### src/sv/vfc_pkg.sv
// ----------------------------------------------------------------------------
// vfc_pkg
// Shared types and constants of the voxel face culling mesher.
// ----------------------------------------------------------------------------
package vfc_pkg;

    // Command codes of the input transaction
    localparam logic [1:0] CMD_WRITE = 2'd0;
    localparam logic [1:0] CMD_EVAL  = 2'd1;
    localparam logic [1:0] CMD_CLEAR = 2'd2;

    // Read slots of one evaluation: center first, then the six neighbors
    // in face order.
    localparam int          NUM_FACES = 6;
    localparam int          NUM_RD    = NUM_FACES + 1;
    localparam logic [2:0]  RD_CENTER = 3'd0;
    localparam logic [2:0]  RD_NEG_X  = 3'd1;
    localparam logic [2:0]  RD_POS_X  = 3'd2;
    localparam logic [2:0]  RD_NEG_Z  = 3'd3;
    localparam logic [2:0]  RD_POS_Z  = 3'd4;
    localparam logic [2:0]  RD_NEG_Y  = 3'd5;
    localparam logic [2:0]  RD_POS_Y  = 3'd6;

    // Face directions as carried in face_dir
    localparam int FACE_DOWN = 4;
    localparam int FACE_UP   = 5;

    // Face counter and vertex index
    localparam int COUNT_W     = 17;
    localparam int VERT_SHIFT  = 2;   // four vertices per face
    localparam int VERT_BASE_W = COUNT_W + VERT_SHIFT;

    // Output field widths
    localparam int VX_W = 4;
    localparam int VY_W = 6;
    localparam int VZ_W = 4;
    localparam int DIR_W = 3;

    typedef enum logic [1:0] {
        SEQ_IDLE,
        SEQ_READ,
        SEQ_DRAIN,
        SEQ_HAND
    } t_seq_state;

    // Work handed from the sequencer to the face emitter
    typedef struct packed {
        logic                  clear;
        logic [NUM_FACES-1:0]  mask;
        logic [VX_W-1:0]       vx;
        logic [VY_W-1:0]       vy;
        logic [VZ_W-1:0]       vz;
    } t_job;

endpackage

### src/sv/vfc_emit.sv
// ----------------------------------------------------------------------------
// vfc_emit
// Face emitter: walks the exposed-face mask in face order, numbers faces
// with the running counter and drives the registered output channel.
// ----------------------------------------------------------------------------
module vfc_emit (
    input  logic                              i_clk,
    input  logic                              i_rst_n,
    input  logic                              i_job_valid,
    input  vfc_pkg::t_job                     i_job,
    output logic                              o_job_ready,
    output logic                              o_valid,
    input  logic                              i_stall,
    output logic [vfc_pkg::VX_W-1:0]          o_voxel_x,
    output logic [vfc_pkg::VY_W-1:0]          o_voxel_y,
    output logic [vfc_pkg::VZ_W-1:0]          o_voxel_z,
    output logic [vfc_pkg::DIR_W-1:0]         o_face_dir,
    output logic [vfc_pkg::VERT_BASE_W-1:0]   o_vertex_base,
    output logic                              o_last_face
);

    logic [vfc_pkg::NUM_FACES-1:0] r_mask;
    logic [vfc_pkg::VX_W-1:0]      r_vx;
    logic [vfc_pkg::VY_W-1:0]      r_vy;
    logic [vfc_pkg::VZ_W-1:0]      r_vz;
    logic [vfc_pkg::COUNT_W-1:0]   r_count;

    logic                              r_valid;
    logic [vfc_pkg::VX_W-1:0]          r_out_x;
    logic [vfc_pkg::VY_W-1:0]          r_out_y;
    logic [vfc_pkg::VZ_W-1:0]          r_out_z;
    logic [vfc_pkg::DIR_W-1:0]         r_out_dir;
    logic [vfc_pkg::VERT_BASE_W-1:0]   r_out_base;
    logic                              r_out_last;

    logic                          out_free;
    logic                          load;
    logic [vfc_pkg::DIR_W-1:0]     pick;
    logic [vfc_pkg::NUM_FACES-1:0] rest;
    logic                          job_take;

    assign out_free    = !r_valid || !i_stall;
    assign load        = out_free && (r_mask != '0);
    assign o_job_ready = (r_mask == '0);
    assign job_take    = i_job_valid && o_job_ready;

    // Lowest pending face first
    always_comb begin
        logic found;
        found = 1'b0;
        pick  = '0;
        rest  = r_mask;
        for (int d = 0; d < vfc_pkg::NUM_FACES; d++) begin
            if (!found && r_mask[d]) begin
                found   = 1'b1;
                pick    = vfc_pkg::DIR_W'(d);
                rest[d] = 1'b0;
            end
        end
    end

    always_ff @(posedge i_clk) begin
        if (!i_rst_n) begin
            r_mask  <= '0;
            r_count <= '0;
            r_valid <= 1'b0;
        end else begin
            if (load) begin
                r_valid <= 1'b1;
                r_mask  <= rest;
                r_count <= r_count + vfc_pkg::COUNT_W'(1);
            end else begin
                if (out_free) begin
                    r_valid <= 1'b0;
                end
                if (job_take) begin
                    r_mask <= i_job.mask;
                    if (i_job.clear) begin
                        r_count <= '0;
                    end
                end
            end
        end
    end

    always_ff @(posedge i_clk) begin
        if (job_take) begin
            r_vx <= i_job.vx;
            r_vy <= i_job.vy;
            r_vz <= i_job.vz;
        end
        if (load) begin
            r_out_x    <= r_vx;
            r_out_y    <= r_vy;
            r_out_z    <= r_vz;
            r_out_dir  <= pick;
            r_out_base <= vfc_pkg::VERT_BASE_W'(r_count) << vfc_pkg::VERT_SHIFT;
            r_out_last <= (rest == '0);
        end
    end

    assign o_valid       = r_valid;
    assign o_voxel_x     = r_out_x;
    assign o_voxel_y     = r_out_y;
    assign o_voxel_z     = r_out_z;
    assign o_face_dir    = r_out_dir;
    assign o_vertex_base = r_out_base;
    assign o_last_face   = r_out_last;

endmodule

### config.mk
export PLATFORM = sky130hd
export DESIGN_NAME = vfc_emit
export DESIGN_NICKNAME = d
export VERILOG_FILES = /design/src/sv/vfc_pkg.sv /design/src/sv/vfc_emit.sv
export SDC_FILE = /design/constraint.sdc
export NUM_CORES = 1
export LEC_CHECK = 0
export ABC_AREA = 1
export BUFFER_PORTS_ARGS = -buffer_cell sky130_fd_sc_hd__buf_2
export CAP_MARGIN = 10
export CORE_MARGIN = 3
export CORE_UTILIZATION = 35
export DETAILED_ROUTE_END_ITERATION = 10
export GPL_ROUTABILITY_DRIVEN = 1
export GPL_TIMING_DRIVEN = 0
export HOLD_SLACK_MARGIN = 0.06
export SKIP_LAST_GASP = 1
export SYNTH_ARGS = -nofsm -noshare
export SYNTH_HDL_FRONTEND = slang
export SYNTH_SLANG_ARGS = --single-unit
### constraint.sdc
create_clock -name i_clk -period 3.54 [get_ports i_clk]
set_input_delay 0.177 -clock i_clk [delete_from_list [all_inputs] [get_ports i_clk]]
set_output_delay 0.177 -clock i_clk [all_outputs]
set_load 0.005 [all_outputs]
======== Word-level counts from Yosys, hierarchy flattened ========
Cells that the tools add are included.
W data, S select, Z words.
cells by class
  add/sub/neg operators ................... 1
  multiplexer cells ....................... 21
  bitwise logic cells ..................... 1
  reductions and logical operators ........ 24
operator list
  kind                     number
  $mux W17                 3
  $add A17 B1 Y17 const B  1
  $mux W1                  14
  $logic_not A6 Y1         2
  $mux W6                  2
  $logic_and A1 B1 Y1      7
  $logic_not A1 Y1         7
  $mux W3                  2
  $reduce_bool A2 Y1       3
  $reduce_bool A6 Y1       1
  $reduce_or A2 Y1         2
  $reduce_and A2 Y1        1
  $logic_or A1 B1 Y1       1
  $not A1 Y1               1
storage, ports and cells
  bits in registers ....................... 73
  bits of input ports ..................... 25
  output and inout port bits .............. 39
  word-level logic and storage cells ...... 61

======== Depth between registers and ports, before layout ========
  depth after elaboration ................. 17
  mapped depth ............................ 8
  gate-level depth less buffers ........... 8

======== Worst setup path before layout ========
Ideal clock, no wire load.
  path kind ............................... register -> register
  start ................................... register r_mask[0] in the netlist's numbering
  end ..................................... register r_count[14] in the netlist's numbering
  arrival time ............................ 1.234 ns
  path slack .............................. 2.174 ns
  stages on the path, launching flop included .. 8
  period minus slack after synthesis ...... 1.366 ns
  path through ............................ dfxtp_1 nor2_4 nand3_4 nor2_8 nand2_4 buf_6 nand3_1 a21oi_1
between the ends
  cells in the longest elaborated chain, start to end .. 4
  elaborated cells between the ends (all ways) .. 8
RTL lines
  item                                                    RTL line                        text
  start, declared                                         vfc_emit.sv:22                  logic [vfc_pkg::NUM_FACES-1:0] r_mask;
  start signal, assigned                                  vfc_emit.sv:70                  r_mask <= rest;
  start signal, assigned                                  vfc_emit.sv:77                  r_mask <= i_job.mask;
  $reduce_bool A6 Y1 or $logic_not A6 Y1 (tied branches)  vfc_emit.sv:43, vfc_emit.sv:44
  $logic_and A1 B1 Y1, on equally long branches           vfc_emit.sv:43, vfc_emit.sv:45
  $reduce_bool A2 Y1 (no source line)                     n/a
  $reduce_and A2 Y1 (no source line)                      n/a
  end signal, assigned                                    vfc_emit.sv:71                  r_count <= r_count + vfc_pkg::COUNT_W'(1);
  end, declared                                           vfc_emit.sv:26                  logic [vfc_pkg::COUNT_W-1:0] r_count;
Parallel ways exist; a longest one is shown, timed or not.
A chain may end at the register's enable or synchronous reset.

======== Final worst setup path ========
Ends and elaborated chain as after synthesis.

==> impl_metrics.toml <==
[status]
outcome = "completed"

[worst_setup_path]
start_kind = "flip-flop"
r2r_cells = 7
crit_type = "reg2reg"
path_max_fanout = 20
r2r_start = "r_mask[0]"
cp-end-kind = "flip-flop"
cp.arrival_ns = 1.83
critPathLaunch = "r_mask[0]"
cp_data_required_time_ns = 3.76

[layout]
final_nets = 389
diodes = 0
drive_above_1_share = 0.253
syn_to_final_growth_pct = 25.5
layout.cells.most_common_list = "buf_2 (60), nand2_1 (50), edfxtp_1 (49)"
layout.cells.most_common = "buf_2"
fill_cells = 781

[clocking]
clkTransAtPathRegs_ns = 0.09
clockBufferDepth = 2
cts_resized = 0
htreeDepth = 3
clock_latency_ns = 0.36
cts_root_buf = "clkbuf_8"
cts_tree = "built"
cts.sinks = 73
cts_buffers = 9

[timing]
finalHoldViolCount = 0
clock.fmax_mhz = 621
grt_setup_unrepaired = "false"
finalClockSkew_ns = 0.00924
slew_viol_final = 0
slew_headroom = 0.640
setup_viol = 0
fin_hold_ws_ns = 0.0841
tns_ns = 0
period_share = 0.455
tightest_slew_ns = 0.540
fin_crit_ns = 1.61

[job]
max_cap_viol_count = 0

[floorplanning]
rows = 32
core_um2 = 7970
ioPinCount = 64
die_x_um = 97.9
die-area_um2 = 9590
initial_utilization = 0.371
die_h_um = 97.9

[global_routing]
grt_usage = 0.134
grt.overflow.total = 0
antenna_found_initial = 0
grt_pass1_wl_um = 10200
grt_max_degree = 45
grt_pass1_vias = 2154

[power_and_ir_drop]
ir_drop_v = 0.000309
p_leak_nw = 1.46
powerDensity_nw_per_um2 = 783

[yosys]
syn_area_um2 = 2960
synth_seq_area_share = 0.660
synthTopCellsByArea = "edfxtp_1 (50%), dfxtp_1 (16%), nand2_1 (6.3%)"
synth_top_area_frac = 0.497
ys_ff_latch = 73
yosys.area.top_type = "edfxtp_1"
synth_cells = 277
synth_cell_types = 26
yosysWarnings = 0
synth_area_per_cell_um2 = 10.7

[min_path]
min_path_cells = 3
hp-class = "in2reg"
hold_start = "i_job[17]"

[place]
dpl.hpwl_um = 4160
gp_congestion = 0.891
io_buffers = 60

[drt]
first_pass_iters = 4
vias = 2218
vias_per_cell = 4.72
routedWlPerCell_um = 13.2
drcViolationCount = 0
wirelength_um = 6220
drtIter0Drc = 140
drt.antenna.violating_nets = 0
## synthesized netlist by cell type
cell type and instances:
a21oi_1 24, buf_1 1, buf_4 2, buf_6 4, clkbuf_1 1, conb_1 1, dfxtp_1 24, edfxtp_1 49
ha_1 1, inv_1 25, inv_4 1, nand2_1 50, nand2_2 1, nand2_4 2, nand3_1 31, nand3_4 1
nand4_1 3, nor2_1 28, nor2_2 2, nor2_4 2, nor2_8 1, nor3_2 1, o21ai_0 14, o21ai_1 3
o21bai_1 4, xnor2_1 1
## power breakdown
group | leakage [nW] | internal, W | switching, W | total, W
logic | 0.707 | 0.000319 | 0.000589 | 0.000908
registers | 0.670 | 0.00130 | 0.0000905 | 0.00139
clock network | 0.0877 | 0.000266 | 0.000344 | 0.000610
total | 1.46 | 0.00188 | 0.00102 | 0.00291
## per-layer routing
metal | GRT usage | part of all wire
met1 | 0.179 | 0.45
met2 | 0.205 | 0.46
met3 | 0.0243 | 0.064
met4 | 0.0799 | 0.026
met5 | 0 | 0
## logic make-up after synthesis
logic type,Yosys count,share of synthesized area
AO/OA/AOI/OAI,45,0.0795
adder cells (fa/ha/maj),1,0.00423
AND/OR/NAND/NOR,122,0.195
buffers and inverters,34,0.0567
flip-flops,73,0.660
XOR/XNOR,1,0.00296
other,1,0.00127
## final timing paths
| check | endpoint | slack (ns) |
|---|---|---|
| hold reg to reg | o_voxel_x[0] | 0.42 |
| setup reg to reg | r_count[14] | 1.93 |
| hold / removal | r_mask[3] | 0.08 |
| setup / recovery | r_count[14] | 1.93 |
## layout make-up
class                           count  area [um2]  share of cell area
Buffer                              8        67.6              0.0182
Clock inverter                      7        58.8              0.0158
Multi-Input combinational cell    171         842               0.227
Timing Repair Buffer               74         440               0.119
Inverter                           26         100              0.0270
Clock buffer                        9         124              0.0334
Tap cell                          102         128              0.0344
Sequential cell                    73        1950               0.526
## per-stage QoR
stage | setup WS, ns | cell area (um2) | instances | utilization | power [W]
after floorplan | 2.17 | 2960 | 278 | - | 0.00194
after global placement | 1.96 | 3390 | 440 | 0.425 | 0.00231
after detailed placement | 1.95 | 3390 | 440 | 0.425 | 0.00233
after CTS | 1.92 | 3710 | 470 | 0.466 | 0.00295
after global routing | 1.76 | 3710 | 470 | 0.466 | 0.00310
final | 1.93 | 3710 | 470 | 0.466 | 0.00291
## registers in the layout, indices dropped and copies added (netlist names)
| signal | cells |
|---|---|
| r_vy | 6 |
| o_voxel_y | 6 |
| r_mask | 6 |
| r_vx | 4 |
| o_voxel_z | 4 |
| o_last_face | 1 |
| r_count | 17 |
| o_vertex_base | 17 |
| o_voxel_x | 4 |
| r_vz | 4 |
| o_valid | 1 |
| o_face_dir | 3 |
## what timing repair did
item | in CTS | in global routing
hold endpoints to repair | 14 | 0
setup buffers | 0 | 0
hold buffers | 14 | 0
## critical path, stage by stage (launching register included)
cell     delay, ns
dfxtp_1       0.36
nor2_4        0.21
nand3_4       0.14
nor2_8        0.32
nand2_4       0.13
buf_6         0.17
nand3_1       0.07
a21oi_1       0.06
Power figures use the tool's default switching activity.
