**config.mk**
```make
export PLATFORM = sky130hd
export DESIGN_NAME = vfc_seq
export DESIGN_NICKNAME = d
export VERILOG_FILES = /design/src/sv/vfc_pkg.sv /design/src/sv/vfc_seq.sv
export SDC_FILE = /design/constraint.sdc
export NUM_CORES = 1
export LEC_CHECK = 0
export ABC_AREA = 1
export BUFFER_PORTS_ARGS = -buffer_cell sky130_fd_sc_hd__buf_2
export CORE_UTILIZATION = 35
export DETAILED_ROUTE_END_ITERATION = 12
export SYNTH_ARGS = -nofsm -noshare
export SYNTH_HDL_FRONTEND = slang
export SYNTH_SLANG_ARGS = --single-unit
```
**constraint.sdc**
```tcl
create_clock -name i_clk -period 6.4 [get_ports i_clk]
set_input_delay 1.28 -clock i_clk [delete_from_list [all_inputs] [get_ports i_clk]]
set_output_delay 1.28 -clock i_clk [all_outputs]
set_load 0.02 [all_outputs]
```
**src/sv/vfc_pkg.sv**
```systemverilog
// ----------------------------------------------------------------------------
// vfc_pkg
// Shared types and constants of the voxel face culling mesher.
// ----------------------------------------------------------------------------
package vfc_pkg;

    // Command codes of the input transaction
    localparam logic [1:0] CMD_WRITE = 2'd0;
    localparam logic [1:0] CMD_EVAL  = 2'd1;
    localparam logic [1:0] CMD_CLEAR = 2'd2;

    // Read slots of one evaluation: center first, then the six neighbors
    // in face order.
    localparam int          NUM_FACES = 6;
    localparam int          NUM_RD    = NUM_FACES + 1;
    localparam logic [2:0]  RD_CENTER = 3'd0;
    localparam logic [2:0]  RD_NEG_X  = 3'd1;
    localparam logic [2:0]  RD_POS_X  = 3'd2;
    localparam logic [2:0]  RD_NEG_Z  = 3'd3;
    localparam logic [2:0]  RD_POS_Z  = 3'd4;
    localparam logic [2:0]  RD_NEG_Y  = 3'd5;
    localparam logic [2:0]  RD_POS_Y  = 3'd6;

    // Face directions as carried in face_dir
    localparam int FACE_DOWN = 4;
    localparam int FACE_UP   = 5;

    // Face counter and vertex index
    localparam int COUNT_W     = 17;
    localparam int VERT_SHIFT  = 2;   // four vertices per face
    localparam int VERT_BASE_W = COUNT_W + VERT_SHIFT;

    // Output field widths
    localparam int VX_W = 4;
    localparam int VY_W = 6;
    localparam int VZ_W = 4;
    localparam int DIR_W = 3;

    typedef enum logic [1:0] {
        SEQ_IDLE,
        SEQ_READ,
        SEQ_DRAIN,
        SEQ_HAND
    } t_seq_state;

    // Work handed from the sequencer to the face emitter
    typedef struct packed {
        logic                  clear;
        logic [NUM_FACES-1:0]  mask;
        logic [VX_W-1:0]       vx;
        logic [VY_W-1:0]       vy;
        logic [VZ_W-1:0]       vz;
    } t_job;

endpackage

```
**src/sv/vfc_seq.sv**
```systemverilog
// ----------------------------------------------------------------------------
// vfc_seq
// Command sequencer: takes input transactions, writes occupancy, reads the
// center voxel and its six neighbors one per cycle, and hands face jobs on.
// ----------------------------------------------------------------------------
module vfc_seq #(
    parameter int CHUNK_SIDE   = 16,
    parameter int CHUNK_LAYERS = 64,
    parameter int AW           = 15
) (
    input  logic            i_clk,
    input  logic            i_rst_n,
    // input channel
    input  logic            i_valid,
    output logic            o_stall,
    input  logic [1:0]      i_command,
    input  logic [4:0]      i_pos_x,
    input  logic [5:0]      i_pos_y,
    input  logic [4:0]      i_pos_z,
    input  logic            i_solid,
    // memory
    output logic            o_wr_en,
    output logic [AW-1:0]   o_wr_addr,
    output logic            o_wr_data,
    output logic            o_rd_en,
    output logic [AW-1:0]   o_rd_addr,
    input  logic            i_rd_data,
    // job handoff
    output logic            o_job_valid,
    output vfc_pkg::t_job   o_job,
    input  logic            i_job_ready
);

    localparam int PADDED = CHUNK_SIDE + 2;
    localparam int PLANE  = PADDED * PADDED;

    vfc_pkg::t_seq_state r_state, n_state;

    logic [AW-1:0]              r_addr;
    logic [2:0]                 r_step;
    logic                       r_rd_pend;
    logic [2:0]                 r_rd_idx;
    logic [vfc_pkg::NUM_RD-1:0] r_solid;
    logic                       r_clear;
    logic                       r_bottom;
    logic                       r_top;
    logic [vfc_pkg::VX_W-1:0]   r_vx;
    logic [vfc_pkg::VY_W-1:0]   r_vy;
    logic [vfc_pkg::VZ_W-1:0]   r_vz;

    logic                          accept;
    logic                          in_store;
    logic                          in_interior;
    logic [AW-1:0]                 in_addr;
    logic [vfc_pkg::NUM_FACES-1:0] exposed;
    logic                          job_live;
    logic                          rd_en;
    logic [AW-1:0]                 rd_addr;

    assign accept = i_valid && !o_stall;

    assign in_store = (int'(i_pos_x) < PADDED) && (int'(i_pos_z) < PADDED)
                   && (int'(i_pos_y) < CHUNK_LAYERS);
    assign in_interior = (i_pos_x != 5'd0) && (int'(i_pos_x) <= CHUNK_SIDE)
                      && (i_pos_z != 5'd0) && (int'(i_pos_z) <= CHUNK_SIDE)
                      && (int'(i_pos_y) < CHUNK_LAYERS);

    // Linear address: layer-major, then z, then x
    assign in_addr = AW'(int'(i_pos_y) * PLANE + int'(i_pos_z) * PADDED + int'(i_pos_x));

    assign o_wr_en   = accept && (i_command == vfc_pkg::CMD_WRITE) && in_store;
    assign o_wr_addr = in_addr;
    assign o_wr_data = i_solid;

    // Exposure from the captured reads; layer bounds always show.
    always_comb begin
        for (int d = 0; d < vfc_pkg::NUM_FACES; d++) begin
            exposed[d] = !r_solid[d + 1];
        end
        if (r_bottom) begin
            exposed[vfc_pkg::FACE_DOWN] = 1'b1;
        end
        if (r_top) begin
            exposed[vfc_pkg::FACE_UP] = 1'b1;
        end
    end

    assign job_live = r_clear || (r_solid[vfc_pkg::RD_CENTER] && (exposed != '0));

    // Next state
    always_comb begin
        n_state = r_state;
        unique case (r_state)
            vfc_pkg::SEQ_IDLE: begin
                if (accept) begin
                    if (i_command == vfc_pkg::CMD_CLEAR) begin
                        n_state = vfc_pkg::SEQ_HAND;
                    end else if (i_command == vfc_pkg::CMD_EVAL && in_interior) begin
                        n_state = vfc_pkg::SEQ_READ;
                    end
                end
            end
            vfc_pkg::SEQ_READ: begin
                if (r_step == vfc_pkg::RD_POS_Y) begin
                    n_state = vfc_pkg::SEQ_DRAIN;
                end
            end
            vfc_pkg::SEQ_DRAIN: begin
                n_state = vfc_pkg::SEQ_HAND;
            end
            vfc_pkg::SEQ_HAND: begin
                if (!job_live || i_job_ready) begin
                    n_state = vfc_pkg::SEQ_IDLE;
                end
            end
            default: n_state = vfc_pkg::SEQ_IDLE;
        endcase
    end

    // Outputs
    always_comb begin
        o_stall     = 1'b1;
        rd_en       = 1'b0;
        o_job_valid = 1'b0;
        unique case (r_state)
            vfc_pkg::SEQ_IDLE:  o_stall = 1'b0;
            vfc_pkg::SEQ_READ:  rd_en = 1'b1;
            vfc_pkg::SEQ_DRAIN: rd_en = 1'b0;
            vfc_pkg::SEQ_HAND:  o_job_valid = job_live;
            default:            o_stall = 1'b1;
        endcase
    end

    // Neighbor address; a missing layer neighbor rereads the center.
    always_comb begin
        unique case (r_step)
            vfc_pkg::RD_CENTER: rd_addr = r_addr;
            vfc_pkg::RD_NEG_X:  rd_addr = r_addr - AW'(1);
            vfc_pkg::RD_POS_X:  rd_addr = r_addr + AW'(1);
            vfc_pkg::RD_NEG_Z:  rd_addr = r_addr - AW'(PADDED);
            vfc_pkg::RD_POS_Z:  rd_addr = r_addr + AW'(PADDED);
            vfc_pkg::RD_NEG_Y:  rd_addr = r_bottom ? r_addr : r_addr - AW'(PLANE);
            vfc_pkg::RD_POS_Y:  rd_addr = r_top ? r_addr : r_addr + AW'(PLANE);
            default:            rd_addr = r_addr;
        endcase
    end

    assign o_rd_en   = rd_en;
    assign o_rd_addr = rd_addr;

    assign o_job.clear = r_clear;
    assign o_job.mask  = r_clear ? '0 : exposed;
    assign o_job.vx    = r_vx;
    assign o_job.vy    = r_vy;
    assign o_job.vz    = r_vz;

    always_ff @(posedge i_clk) begin
        if (!i_rst_n) begin
            r_state   <= vfc_pkg::SEQ_IDLE;
            r_step    <= vfc_pkg::RD_CENTER;
            r_rd_pend <= 1'b0;
        end else begin
            r_state   <= n_state;
            r_rd_pend <= rd_en;
            if (rd_en) begin
                r_step <= r_step + 3'd1;
            end else if (r_state == vfc_pkg::SEQ_IDLE) begin
                r_step <= vfc_pkg::RD_CENTER;
            end
        end
    end

    always_ff @(posedge i_clk) begin
        r_rd_idx <= r_step;
        if (r_rd_pend) begin
            r_solid[r_rd_idx] <= i_rd_data;
        end
        if (accept) begin
            r_addr   <= in_addr;
            r_clear  <= (i_command == vfc_pkg::CMD_CLEAR);
            r_bottom <= (i_pos_y == '0);
            r_top    <= (int'(i_pos_y) == CHUNK_LAYERS - 1);
            r_vx     <= vfc_pkg::VX_W'(i_pos_x - 5'd1);
            r_vy     <= i_pos_y;
            r_vz     <= vfc_pkg::VZ_W'(i_pos_z - 5'd1);
        end
    end

endmodule

```
### Word-level counts from Yosys, hierarchy flattened

Cells that the tools add are included.

* add/sub/neg operators: 11
* reduce and logical (&&, ||, !) cells: 27
* $lt $le $gt $ge: 6
* bitwise logic cells: 0
* mux-type cells: 20
* equal/unequal tests: 16
* multipliers: 2
* shift operators: 0
* divide/modulo/power cells: 0

Operator list (number)
* 15-bit one-hot mux with 6 select lines: 1
* 15-bit 2-to-1 mux: 2
* 15-bit by 1-bit adder with 15-bit output, second input constant: 1
* 15-bit by 10-bit adder with 15-bit output: 1
* 15-bit by 5-bit adder with 15-bit output: 1
* 15-bit by 5-bit adder with 15-bit output, second input constant: 1
* 15-bit by 9-bit adder with 15-bit output, second input constant: 1
* 15-bit by 1-bit subtractor with 15-bit output, second input constant: 1
* 15-bit by 5-bit subtractor with 15-bit output, second input constant: 1
* 15-bit by 9-bit subtractor with 15-bit output, second input constant: 1
* 6-bit by 7-bit multiplier with 13-bit output, second input constant: 1
* 5-bit <= comparator, second input constant: 2
* 1-bit logical AND: 10
* 5-bit < comparator, second input constant: 2
* 2-bit 2-to-1 mux: 5
* 5-bit nonzero test: 2
* 3-bit == test, second input constant: 3
* 5-bit by 4-bit multiplier with 9-bit output, second input constant: 1
* 2-bit one-hot mux with 4 select lines: 1
* 4-bit by 1-bit subtractor with 4-bit output, second input constant: 2
* 7-bit bitwise mux: 1
* 1-bit logical NOT: 7
* 2-bit == test, second input constant: 3
* 3-bit by 2-bit == test with 1-bit output, second input constant: 2
* other kinds (18): 29

* bits of input ports: 24
* bits in writable memories: 0
* memory bits (read-only): 0
* bits in latches: 0
* flip-flop bits (word level): 48
* memories kept: 0
* output and inout bits: 56
* word-level logic and storage cells: 94

### Depth between registers and ports, before layout

* depth after elaboration: 9
* depth in mapped cells: 16
* mapped depth without buffers: 16

### Worst setup path after synthesis

OpenSTA, ideal clock, no wires.

* path kind: in2out
* from: input i_pos_y[0]
* to: output o_wr_addr[12]
* cell stages on the path: 14
* required time: 5.120 ns
* slack: 1.020 ns
* arrival time: 4.100 ns
* buffers on the path: 0
* cell sequence: ha_1 > ha_1 > ha_1 > inv_1 > fa_1 > inv_1 > ha_1 > ha_1 > nand2_1 > o21a_1 > o21ai_1 > nand3_1 > nand2_1 > xor2_1

* word-level cells in the longest chain between the ends: 3

RTL lines
* start: declaration: RTL line vfc_seq.sv:18 `input logic [5:0] i_pos_y,`
* 6-bit by 7-bit multiplier with 13-bit output: RTL line vfc_seq.sv:69 `assign in_addr = AW'(int'(i_pos_y) * PLANE + int'(i_pos_z) * PADDED + int'(i_pos_x));`
* 15-bit by 10-bit adder with 15-bit output: RTL line vfc_seq.sv:69
* 15-bit by 5-bit adder with 15-bit output: RTL line vfc_seq.sv:69
* end: declaration: RTL line vfc_seq.sv:23 `output logic [AW-1:0] o_wr_addr,`

No other way between the ends.

### Final worst setup path

Ends and elaborated chain as after synthesis.

==> results.toml <==
[run_status]
status = "completed"

[global_routing]
grt_pass1_vias = 5119
grt_pass1_wl_mm = 25.0
grt_usage_pct = 18.8
antenna_found_initial = 0
grt_use_met2_pct = 31.7
use_met3_pct = 2.87
grt_overflow = 0
grt_use_met1_pct = 24.7
top_usage_layer = "met2"
grt_max_degree = 34

[power]
pwr_density_cell_nw_per_um2 = 381
power_uw = 2460
p_leak_uw = 0.00331
vdd_ir_drop_max_mv = 0.147

[synth]
avgSynthCellArea_sq_um = 6.75
syn_area_sq_um = 5710
synthCells = 846
ys_seq_elements = 48
synth-seq-area-share_pct = 23.7
yosysWarnings = 0
synth_cell_type_count = 40
synth_edf_count = 39
synth_ff_type = "edfxtp_1"
ys_async_sr_fraction_pct = 0
syn_nets = 959

[sta]
max_slew.worst_pin.slew_ns = 0.993
fmax_mhz = 177
maxSlewHeadroom_pct = 33.6
setup_tns_ns = 0
maxSlewViolCount = 0
setup_viol = 0
finalCritPeriodShare_pct = 88.3
fin_skew_ns = 0.00573
rsz0062_at_grt = "false"
period_needed_ns = 5.65
final.setup.worst_slack_ns = 0.750
hold_violations = 0

[floorplan]
core_sq_um = 15900
rows = 46
initial_utilization_pct = 36.0
design.die.area_sq_um = 16800
die_w_um = 130
ios = 80
fp.dieH_um = 130

[critical_path]
crit_arrival_ns = 4.37
crit_path_end_kind = "primary output"
startpoint_type = "primary input"
crit_path_max_fanout = 6
cp.required_ns = 5.12
critPathLaunch = "i_pos_y[0]"
r2r_slack_ns = 4.70
crit_type = "in -> out"
r2r_start = "r_step[0]"

[cells_and_area]
drive_gt1_share_pct = 12.2
n_antenna_cell = 0
nets = 1033
synthToLayoutAreaGrowth_pct = 13.2
design_area_sq_um = 6470

[hold_path]
min_from = "r_step[0]"
hold_class = "reg -> reg"

[clocking]
cts.path.max_buffers = 2
clk_latency_ns = 0.29
h-tree-depth = 2
cts_hold_buf = 0
cts_sinks = 48
path_clk_slew_ns = 0.06
postCtsSetupRepairBufs = 0
postCtsResizedCells = 0
cts-buffers-inserted = 5
cts_tree = "built"
root_buffer = "clkbuf_16"

[place]
dpl.hpwl_mm = 12.4
port_buffers = 77
place_ws_ns = 0.727
placed_cell_area_sq_um = 6320
gp_congestion = 0.855

[route]
vias = 5529
via_per_inst = 4.86
drc = 0
dr.pass1.iters = 5
drtIter0Drc = 302
wire_per_inst_um = 13.3
detail-route-antenna-nets = 0
wirelength_mm = 15.1

[run]
max-cap-violations = 0
cells by family after synthesis:
group / after synthesis / synth area share (%)
AND/OR/NAND/NOR: 453 / 33.4
buffers and inverters: 139 / 9.44
XOR/XNOR: 21 / 3.35
AO/OA/AOI/OAI: 96 / 9.57
flip-flops: 48 / 23.7
adder cells (fa/ha/maj): 89 / 20.5
critical path, cell delays in order:
cell and delay (ns):
buf_2 0.15, ha_1 0.30, ha_1 0.28, ha_1 0.18, inv_1 0.06, fa_1 0.47, inv_1 0.04, ha_1 0.28
ha_1 0.37, nand2_1 0.07, o21a_1 0.18, o21ai_1 0.12, nand3_1 0.09, nand2_1 0.12, xor2_1 0.19, buf_2 0.19
placed cells by master, fill, tap and decap left out, drive strengths merged, types with 16 or more instances in the layout:
master	instances
nand4	21
nand2	240
edfxtp	39
inv	127
buf	78
xor2	16
ha	81
nand3	83
a21oi	56
o21ai	24
nor2	84
state kept, by name, summed over array words and instances, names as in the netlist:
register / count
r_vz: 4
r_vx: 4
r_addr: 15
r_top: 1
r_solid: 7
r_step: 3
r_bottom: 1
r_state: 2
r_rd_idx: 3
r_vy: 6
r_rd_pend: 1
r_clear: 1
synth_stat cells, drive strengths merged, types with 2 or more instances:
cell    instances  share of area [%]
a21oi          56                5.3
and2            3               0.33
buf             8               0.83
clkbuf          3               0.20
clkinv          2               0.13
dfxtp           9                3.2
edfxtp         39                 20
fa              8                2.8
ha             81                 18
inv           126                8.3
nand2         240                 16
nand3          83                7.3
nand3b          2               0.26
nand4          21                2.3
nor2           84                5.5
nor3           13                1.1
o211ai          2               0.26
o21a            3               0.39
o21ai          24                2.2
o22ai           2               0.22
o31ai           2               0.26
or2             7               0.77
xnor2           5               0.77
xor2           16                2.6
power by group:
group	switching (uW)	internal (uW)
logic	1070	543
clock network	112	156
registers	136	448
total	1320	1150
layout make-up:
class	count	area, sq um
timing repair buffer	78	393
clock buffer	7	143
inverter	128	480
fill	1689	9420
sequential	48	1350
clock inverter	1	6.26
multi-input combinational	659	3820
tap	216	270
layer usage:
layer  share of wire [%]  vias to the layer above
met5                   0                        -
met3                 5.0                       17
li1                    -                     2926
met2                  47                      134
met1                  46                     2452
met4                 1.9                        0
metrics by stage:
step | util, % | std cells | hold slack [ns]
global route | 40.7 | 1137 | 0.414
CTS | 40.7 | 1137 | 0.393
finish | 40.7 | 1137 | 0.394
floorplan | - | 846 | 0.326
global placement | 39.8 | 1129 | 0.384
detailed placement | 39.8 | 1129 | 0.384
worst paths after layout:
path,endpoint,cells past startpoint
worst max-delay path,o_wr_addr[12],16
worst min-delay path,r_rd_idx[0],0
worst max register to register,r_state[1],10
worst min register to register,r_rd_idx[0],0
Note: power is estimated with default switching activity, not from simulation.
